`config.mk`:
```
export PLATFORM = sky130hd
export DESIGN_NAME = sorted_value_table
export DESIGN_NICKNAME = d
export VERILOG_FILES = /design/src/svt_pkg.sv /design/src/svt_cell.sv /design/src/sorted_value_table.sv
export VERILOG_INCLUDE_DIRS = /design/src /design/src/src
export SDC_FILE = /design/constraint.sdc
export NUM_CORES = 2
export LEC_CHECK = 0
export BUFFER_PORTS_ARGS = -buffer_cell sky130_fd_sc_hd__buf_2
export CORE_MARGIN = 2
export CORE_UTILIZATION = 41
export CTS_CLUSTER_SIZE = 14
export DETAILED_ROUTE_END_ITERATION = 10
export HOLD_SLACK_MARGIN = 0.05
export PLACE_DENSITY_LB_ADDON = 0.1
export SYNTH_ARGS = -nofsm -noshare
export SYNTH_HDL_FRONTEND = slang
export SYNTH_SLANG_ARGS = --single-unit
```
`constraint.sdc`:
```
create_clock -name clk -period 4.1 [get_ports clk]
set_clock_uncertainty 0.2 [all_clocks]
set_input_delay 0.41 -clock clk [delete_from_list [all_inputs] [get_ports clk]]
set_output_delay 0.41 -clock clk [all_outputs]
set_load 0.02 [all_outputs]
```
`src/sorted_value_table_assert.svh`:
```
// Assertion macros for the sorted value table.
// Needs a clock named clk and a reset named rst in the including module.
`ifndef SORTED_VALUE_TABLE_ASSERT_SVH
`define SORTED_VALUE_TABLE_ASSERT_SVH
`ifndef SYNTHESIS
`define SVT_ASSERT_IMPL(label, ante, cons) \
  label: assert property (@(posedge clk) disable iff (rst) (ante) |-> (cons)) \
    else $error("sorted_value_table: implication check failed");
`define SVT_ASSERT_NEXT(label, ante, cons) \
  label: assert property (@(posedge clk) disable iff (rst) (ante) |=> (cons)) \
    else $error("sorted_value_table: next-cycle check failed");
`define SVT_ASSERT_NEVER(label, expr) \
  label: assert property (@(posedge clk) disable iff (rst) !(expr)) \
    else $error("sorted_value_table: forbidden condition seen");
`else
`define SVT_ASSERT_IMPL(label, ante, cons)
`define SVT_ASSERT_NEXT(label, ante, cons)
`define SVT_ASSERT_NEVER(label, expr)
`endif
`endif

```
`src/svt_pkg.sv`:
```
// Shared types and constants for the sorted value table.
// No dependencies.
package svt_pkg;

  localparam int VAL_W            = 32;
  localparam int FUNC_W           = 2;
  localparam int DEFAULT_CAPACITY = 16;

  localparam logic [FUNC_W-1:0] FUNC_INSERT = 2'd0;
  localparam logic [FUNC_W-1:0] FUNC_QUERY  = 2'd1;
  localparam logic [FUNC_W-1:0] FUNC_REMOVE = 2'd2;

  typedef enum logic [1:0] {
    S_IDLE,
    S_CMP,
    S_APPLY
  } svt_state_t;

  typedef struct packed {
    logic                    cmp;
    logic                    ins;
    logic                    rem;
    logic signed [VAL_W-1:0] value;
  } svt_cmd_t;

endpackage

```
`src/svt_cell.sv`:
```
// One cell of the sorted row: holds one entry and its compare flags.
// Depends on svt_pkg.
module svt_cell #(
  parameter int INDEX = 0,
  parameter int CNT_W = 5
) (
  input  logic                            clk,
  input  logic                            rst,
  input  svt_pkg::svt_cmd_t               cmd,
  input  logic [CNT_W-1:0]                count,
  input  logic                            left_less,
  input  logic signed [svt_pkg::VAL_W-1:0] left_value,
  input  logic signed [svt_pkg::VAL_W-1:0] right_value,
  output logic                            less,
  output logic signed [svt_pkg::VAL_W-1:0] value,
  output logic                            hit
);
  import svt_pkg::*;

  logic                    valid;
  logic                    eq;
  logic                    bnd;
  logic signed [VAL_W-1:0] value_next;

  assign valid = count > CNT_W'(INDEX);
  // first cell not below the key
  assign bnd   = !less && left_less;
  assign hit   = bnd && eq;

  always_comb begin
    value_next = value;
    if (cmd.ins && !less) begin
      value_next = bnd ? cmd.value : left_value;
    end else if (cmd.rem && !less) begin
      value_next = right_value;
    end
  end

  always_ff @(posedge clk) begin
    if (rst) begin
      less <= 1'b0;
      eq   <= 1'b0;
    end else if (cmd.cmp) begin
      less <= valid && (value < cmd.value);
      eq   <= valid && (value == cmd.value);
    end
  end

  always_ff @(posedge clk) begin
    value <= value_next;
  end

endmodule

```
`src/sorted_value_table.sv`:
```
// Sorted value table: up to CAPACITY signed words held in ascending order
// in a row of cells. Each command word is accepted when start is high and
// busy is low; in the compare state every cell compares against the value,
// in the apply state the row shifts right (insert) or left (remove), and in the
// cycle after that done is high for exactly one cycle with the result. The
// receiver cannot stall, so results must be taken on the done cycle.
// The block takes no new command while one is in its compare and apply
// states; a new one is accepted in the done cycle. Depends on svt_pkg,
// svt_cell and the assert header.
`include "sorted_value_table_assert.svh"

module sorted_value_table #(
  parameter int CAPACITY = svt_pkg::DEFAULT_CAPACITY
) (
  input  logic                               clk,
  input  logic                               rst,
  input  logic                               start,
  output logic                               busy,
  input  logic [svt_pkg::FUNC_W-1:0]         func,
  input  logic signed [svt_pkg::VAL_W-1:0]   value,
  output logic                               done,
  output logic                               found,
  output logic                               rejected_full,
  output logic [$clog2(CAPACITY+1)-1:0]      entry_count
);
  import svt_pkg::*;

  localparam int CNT_W = $clog2(CAPACITY + 1);

  svt_state_t              state;
  svt_state_t              state_next;
  logic [FUNC_W-1:0]       op;
  logic signed [VAL_W-1:0] key;
  logic [CNT_W-1:0]        count;
  logic [CNT_W-1:0]        count_next;
  svt_cmd_t                cmd;
  logic                    full;
  logic                    found_any;
  logic                    accept;

  logic                    less_row  [CAPACITY];
  logic signed [VAL_W-1:0] value_row [CAPACITY];
  logic [CAPACITY-1:0]     hit_row;

  genvar gi;
  generate
    for (gi = 0; gi < CAPACITY; gi++) begin : g_cell
      logic                    left_less;
      logic signed [VAL_W-1:0] left_value;
      logic signed [VAL_W-1:0] right_value;
      if (gi == 0) begin : g_first
        assign left_less  = 1'b1;
        assign left_value = key;
      end else begin : g_inner
        assign left_less  = less_row[gi-1];
        assign left_value = value_row[gi-1];
      end
      if (gi == CAPACITY - 1) begin : g_last
        assign right_value = key;
      end else begin : g_body
        assign right_value = value_row[gi+1];
      end
      svt_cell #(
        .INDEX (gi),
        .CNT_W (CNT_W)
      ) u_cell (
        .clk         (clk),
        .rst         (rst),
        .cmd         (cmd),
        .count       (count),
        .left_less   (left_less),
        .left_value  (left_value),
        .right_value (right_value),
        .less        (less_row[gi]),
        .value       (value_row[gi]),
        .hit         (hit_row[gi])
      );
    end
  endgenerate

  assign accept    = start && !busy;
  assign full      = count == CNT_W'(CAPACITY);
  assign found_any = |hit_row;

  always_comb begin
    state_next = state;
    unique case (state)
      S_IDLE:  if (start) state_next = S_CMP;
      S_CMP:   state_next = S_APPLY;
      S_APPLY: state_next = S_IDLE;
      default: state_next = S_IDLE;
    endcase
  end

  always_comb begin
    busy      = 1'b1;
    cmd.cmp   = 1'b0;
    cmd.ins   = 1'b0;
    cmd.rem   = 1'b0;
    cmd.value = key;
    unique case (state)
      S_IDLE:  busy = 1'b0;
      S_CMP:   cmd.cmp = 1'b1;
      S_APPLY: begin
        cmd.ins = (op == FUNC_INSERT) && !full;
        cmd.rem = (op == FUNC_REMOVE) && found_any;
      end
      default: busy = 1'b1;
    endcase
  end

  always_comb begin
    count_next = count;
    if (cmd.ins) begin
      count_next = count + CNT_W'(1);
    end else if (cmd.rem) begin
      count_next = count - CNT_W'(1);
    end
  end

  always_ff @(posedge clk) begin
    if (accept) begin
      op  <= func;
      key <= value;
    end
  end

  always_ff @(posedge clk) begin
    if (rst) begin
      state         <= S_IDLE;
      count         <= '0;
      done          <= 1'b0;
      found         <= 1'b0;
      rejected_full <= 1'b0;
    end else begin
      state <= state_next;
      count <= count_next;
      done  <= state == S_APPLY;
      if (state == S_APPLY) begin
        found         <= ((op == FUNC_QUERY) || (op == FUNC_REMOVE)) && found_any;
        rejected_full <= (op == FUNC_INSERT) && full;
      end
    end
  end

  assign entry_count = count;

  `SVT_ASSERT_NEVER(a_count_range, count > CNT_W'(CAPACITY))
  `SVT_ASSERT_NEXT(a_done_after_apply, state == S_APPLY, done)
  `SVT_ASSERT_IMPL(a_reject_when_full, done && rejected_full, entry_count == CNT_W'(CAPACITY))
  `SVT_ASSERT_NEVER(a_found_xor_reject, done && found && rejected_full)
  `SVT_ASSERT_NEVER(a_shift_one_way, cmd.ins && cmd.rem)

endmodule

```
==> results.json <==
{
  "status": "complete, no violations",
  "slew_viol_final": 0,
  "rrSetupSlack_ns": 0.40,
  "syn_inst": 4316,
  "dr.pass1.iters": 6,
  "wl_per_cell_um": 19.86,
  "holdWs_ns": 0.2552,
  "avgSynthCellArea_um2": 9.082,
  "multi_input_area_um2": 20910,
  "area_growth_pct": 13.11,
  "io_pins": 46,
  "grt_max_degree": 65,
  "cts_tree": "done",
  "powerDensity_nw_per_um2": 325.4,
  "post_cts_buffers": 0,
  "vdd_drop_max_uv": 281.3,
  "crit_required_ns": 4.41,
  "min_path_cells": 2,
  "drive_above_1_share_pct": 8.764,
  "p_leak_nw": 17.46,
  "fmax_mhz": 270.3,
  "ctsResizeCount": 0,
  "arrival_ns": 4.01,
  "hp-class": "flop to flop",
  "yosys_warnings": 0,
  "cpMostUsedCell": "nand4_1",
  "dpl.hpwl_um": 86620,
  "die_area_um2": 98090,
  "via_count": 31640,
  "worstPathCellList": "inv_1 -> buf_4 -> ha_1 -> nand4_1 -> nor4_1 -> nand4_1 -> a31oi_1 -> o21ai_0 -> a32o_1",
  "syn_nets": 4872,
  "crit_type": "flop to flop",
  "cts_root_buffer": "clkbuf_16",
  "die_h_um": 313.2,
  "critical_path.startpoint": "g_cell[0].left_value[31]",
  "synth-main-ff-cell": "edfxtp_1",
  "slowest_stage": "nor4_1",
  "ys_seq_area_share_pct": 43.97,
  "synth_top_cell_by_area": "edfxtp_1",
  "yosys.cell_count.top_type": "a21oi_1",
  "power_mw": 14.43,
  "reg2reg_depth": 9,
  "regArea_um2": 17240,
  "tightestPinTransition_ns": 1.259,
  "io_buffers": 45,
  "nets": 4948,
  "numCtsBuffers": 74,
  "synth.area.top_cells": "edfxtp_1 (42%), ha_1 (17%), a21oi_1 (14%), nor2_1 (9.3%), dfxtp_1 (2.1%)",
  "drt-initial-drc-count": 2318,
  "grt.total_usage_pct": 22.82,
  "fp-row-count": 113,
  "period_share_pct": 90.25,
  "critPathMaxFanout": 11,
  "viasPerCell": 5.536,
  "synth_common_cells": "a21oi_1 (1115), nor2_1 (970), edfxtp_1 (546)",
  "yosysTopAreaCellShare_pct": 41.83,
  "grt_pass1_vias": 30820,
  "r2r_start": "g_cell[0].left_value[31]",
  "grt_setup_unrepaired": "no",
  "period_needed_ns": 3.700,
  "diodes": 0,
  "max_cap_violations": 0,
  "die_w_um": 313.2,
  "crit_path_end": "g_cell[3].u_cell.less",
  "syn-cell-area_um2": 39200,
  "grt_pass1_wl_um": 178100,
  "nFillCells": 9153,
  "routabilityCongestion": 0.8828,
  "ctsHtreeMaxLevel": 3,
  "async_flop_share_pct": 0,
  "drc": 0,
  "synth-edff-count": 546,
  "ys_seq_elements": 588,
  "core_um2": 94870,
  "finalSetupViolations": 0,
  "maxSlewHeadroom_pct": 16.08,
  "wirelength_um": 113500,
  "clk_path_buf_depth": 3,
  "r2r-end": "g_cell[3].u_cell.less",
  "grt_antenna_before_repair": 0,
  "path_clk_slew_ns": 0.06,
  "start_util_pct": 41.32,
  "cp_slowest_stage_delay_ns": 0.65,
  "synth_cell_type_count": 63,
  "crit_path_end_kind": "flop",
  "cts-hold-fix-buffers": 36,
  "hold_violations": 0,
  "clk_latency_ns": 0.63,
  "globalRouteOverflowTotal": 0,
  "cts.sinks": 588,
  "tns_ns": 0,
  "ant_nets": 0,
  "start_kind": "flop"
}
## cells in the final DEF, fill, tap and decap left out, types with 13 or more instances in the layout
cell           Yosys  layout
buf_12             0      13
nand2b_2           0      15
edfxtp_1         546     546
nor3_1            18      18
dlygate4sd3_1      0      36
a221o_1           20      20
dfxtp_1           42      42
buf_2             29      45
clkbuf_1         179      26
o21ai_0           88      88
a221oi_1          13      13
a21oi_1         1115    1115
or4_1             20      20
buf_4              1     147
mux2i_1           14      14
a21o_1            39      39
nand3b_1          13      13
inv_1             85      85
nor2_4             0      24
mux2_2            33      33
clkbuf_16          0      81
and2_0            15      15
nand2_1          171     171
nor2_1           970     952
ha_1             519     519
nand4_1           93      93
nor4_1            34      34
nand3_1           65      65
## metrics by stage
step	std cells	area, um^2	setup slack, ns	utilization, %
after CTS	5715	44340	0.4210	46.73
after floorplan	4316	39200	0.2698	-
after global placement	5545	41630	0.4677	43.89
final	5715	44340	0.3998	46.73
after global routing	5715	44340	0.1897	46.73
after detailed placement	5545	41630	0.4533	43.89
## state kept, by name (all words and copies together), names as in the netlist
| register | flops |
|---|---|
| g_cell.u_cell.less | 16 |
| found | 1 |
| done | 1 |
| rejected_full | 1 |
| op | 2 |
| entry_count | 5 |
| g_cell.u_cell.value | 512 |
| g_cell.left_value | 32 |
| state | 2 |
| g_cell.u_cell.eq | 16 |
## worst min path at each step
stage,from,to,slack (ns)
final,g_cell[11].u_cell.eq,g_cell[11].u_cell.eq,0.26
after global routing,value[15],g_cell[0].left_value[15],0.27
after CTS,value[15],g_cell[0].left_value[15],0.25
after detailed placement,g_cell[2].u_cell.eq,g_cell[2].u_cell.eq,0.25
after global placement,g_cell[4].u_cell.eq,g_cell[4].u_cell.eq,0.24
after floorplan,g_cell[9].u_cell.eq,g_cell[9].u_cell.eq,0.23
## power by group
| group | switching, mW | total (mW) | leakage (nW) | internal (mW) |
|---|---|---|---|---|
| combinational | 0.820 | 1.30 | 11.0 | 0.482 |
| clock | 2.67 | 6.48 | 1.14 | 3.81 |
| sequential | 0.0543 | 6.64 | 5.28 | 6.58 |
## critical path: cells and delay by family, from the launching register on
family | cells | cell delay [ns]
AOI/OAI and AO/OA | 3 | 0.81
adders and majority gates | 1 | 0.26
buffers and inverters | 2 | 0.70
DFF | 1 | 0.39
and+or+nand+nor | 3 | 1.22
## routing by layer
metal	global-route usage, %	routed length (um)	vias up
li1	-	-	16030
met1	32.52	54710	14960
met2	37.05	52310	528
met3	2.924	4506	119
met4	5.002	1997	0
met5	0	0	-
## cells by family after synthesis
| group | share of synthesized area [%] |
|---|---|
| and+or+nand+nor | 16.21 |
| AOI/OAI and AO/OA | 18.67 |
| DFF | 43.97 |
| adders and majority gates | 16.57 |
| buffers and inverters | 3.224 |
| muxes | 1.334 |
| xor gates and xnor gates | 0.02235 |
## final cells by class
cell class | count | share of cell area [%]
multi-input combinational | 3402 | 47.16
sequential | 588 | 38.88
clock buffer | 109 | 4.854
timing repair buffer | 241 | 4.397
tap | 1265 | 3.570
inverter | 85 | 0.7196
clock inverter | 25 | 0.4261
No activity file was read; power rests on OpenSTA's default activity.
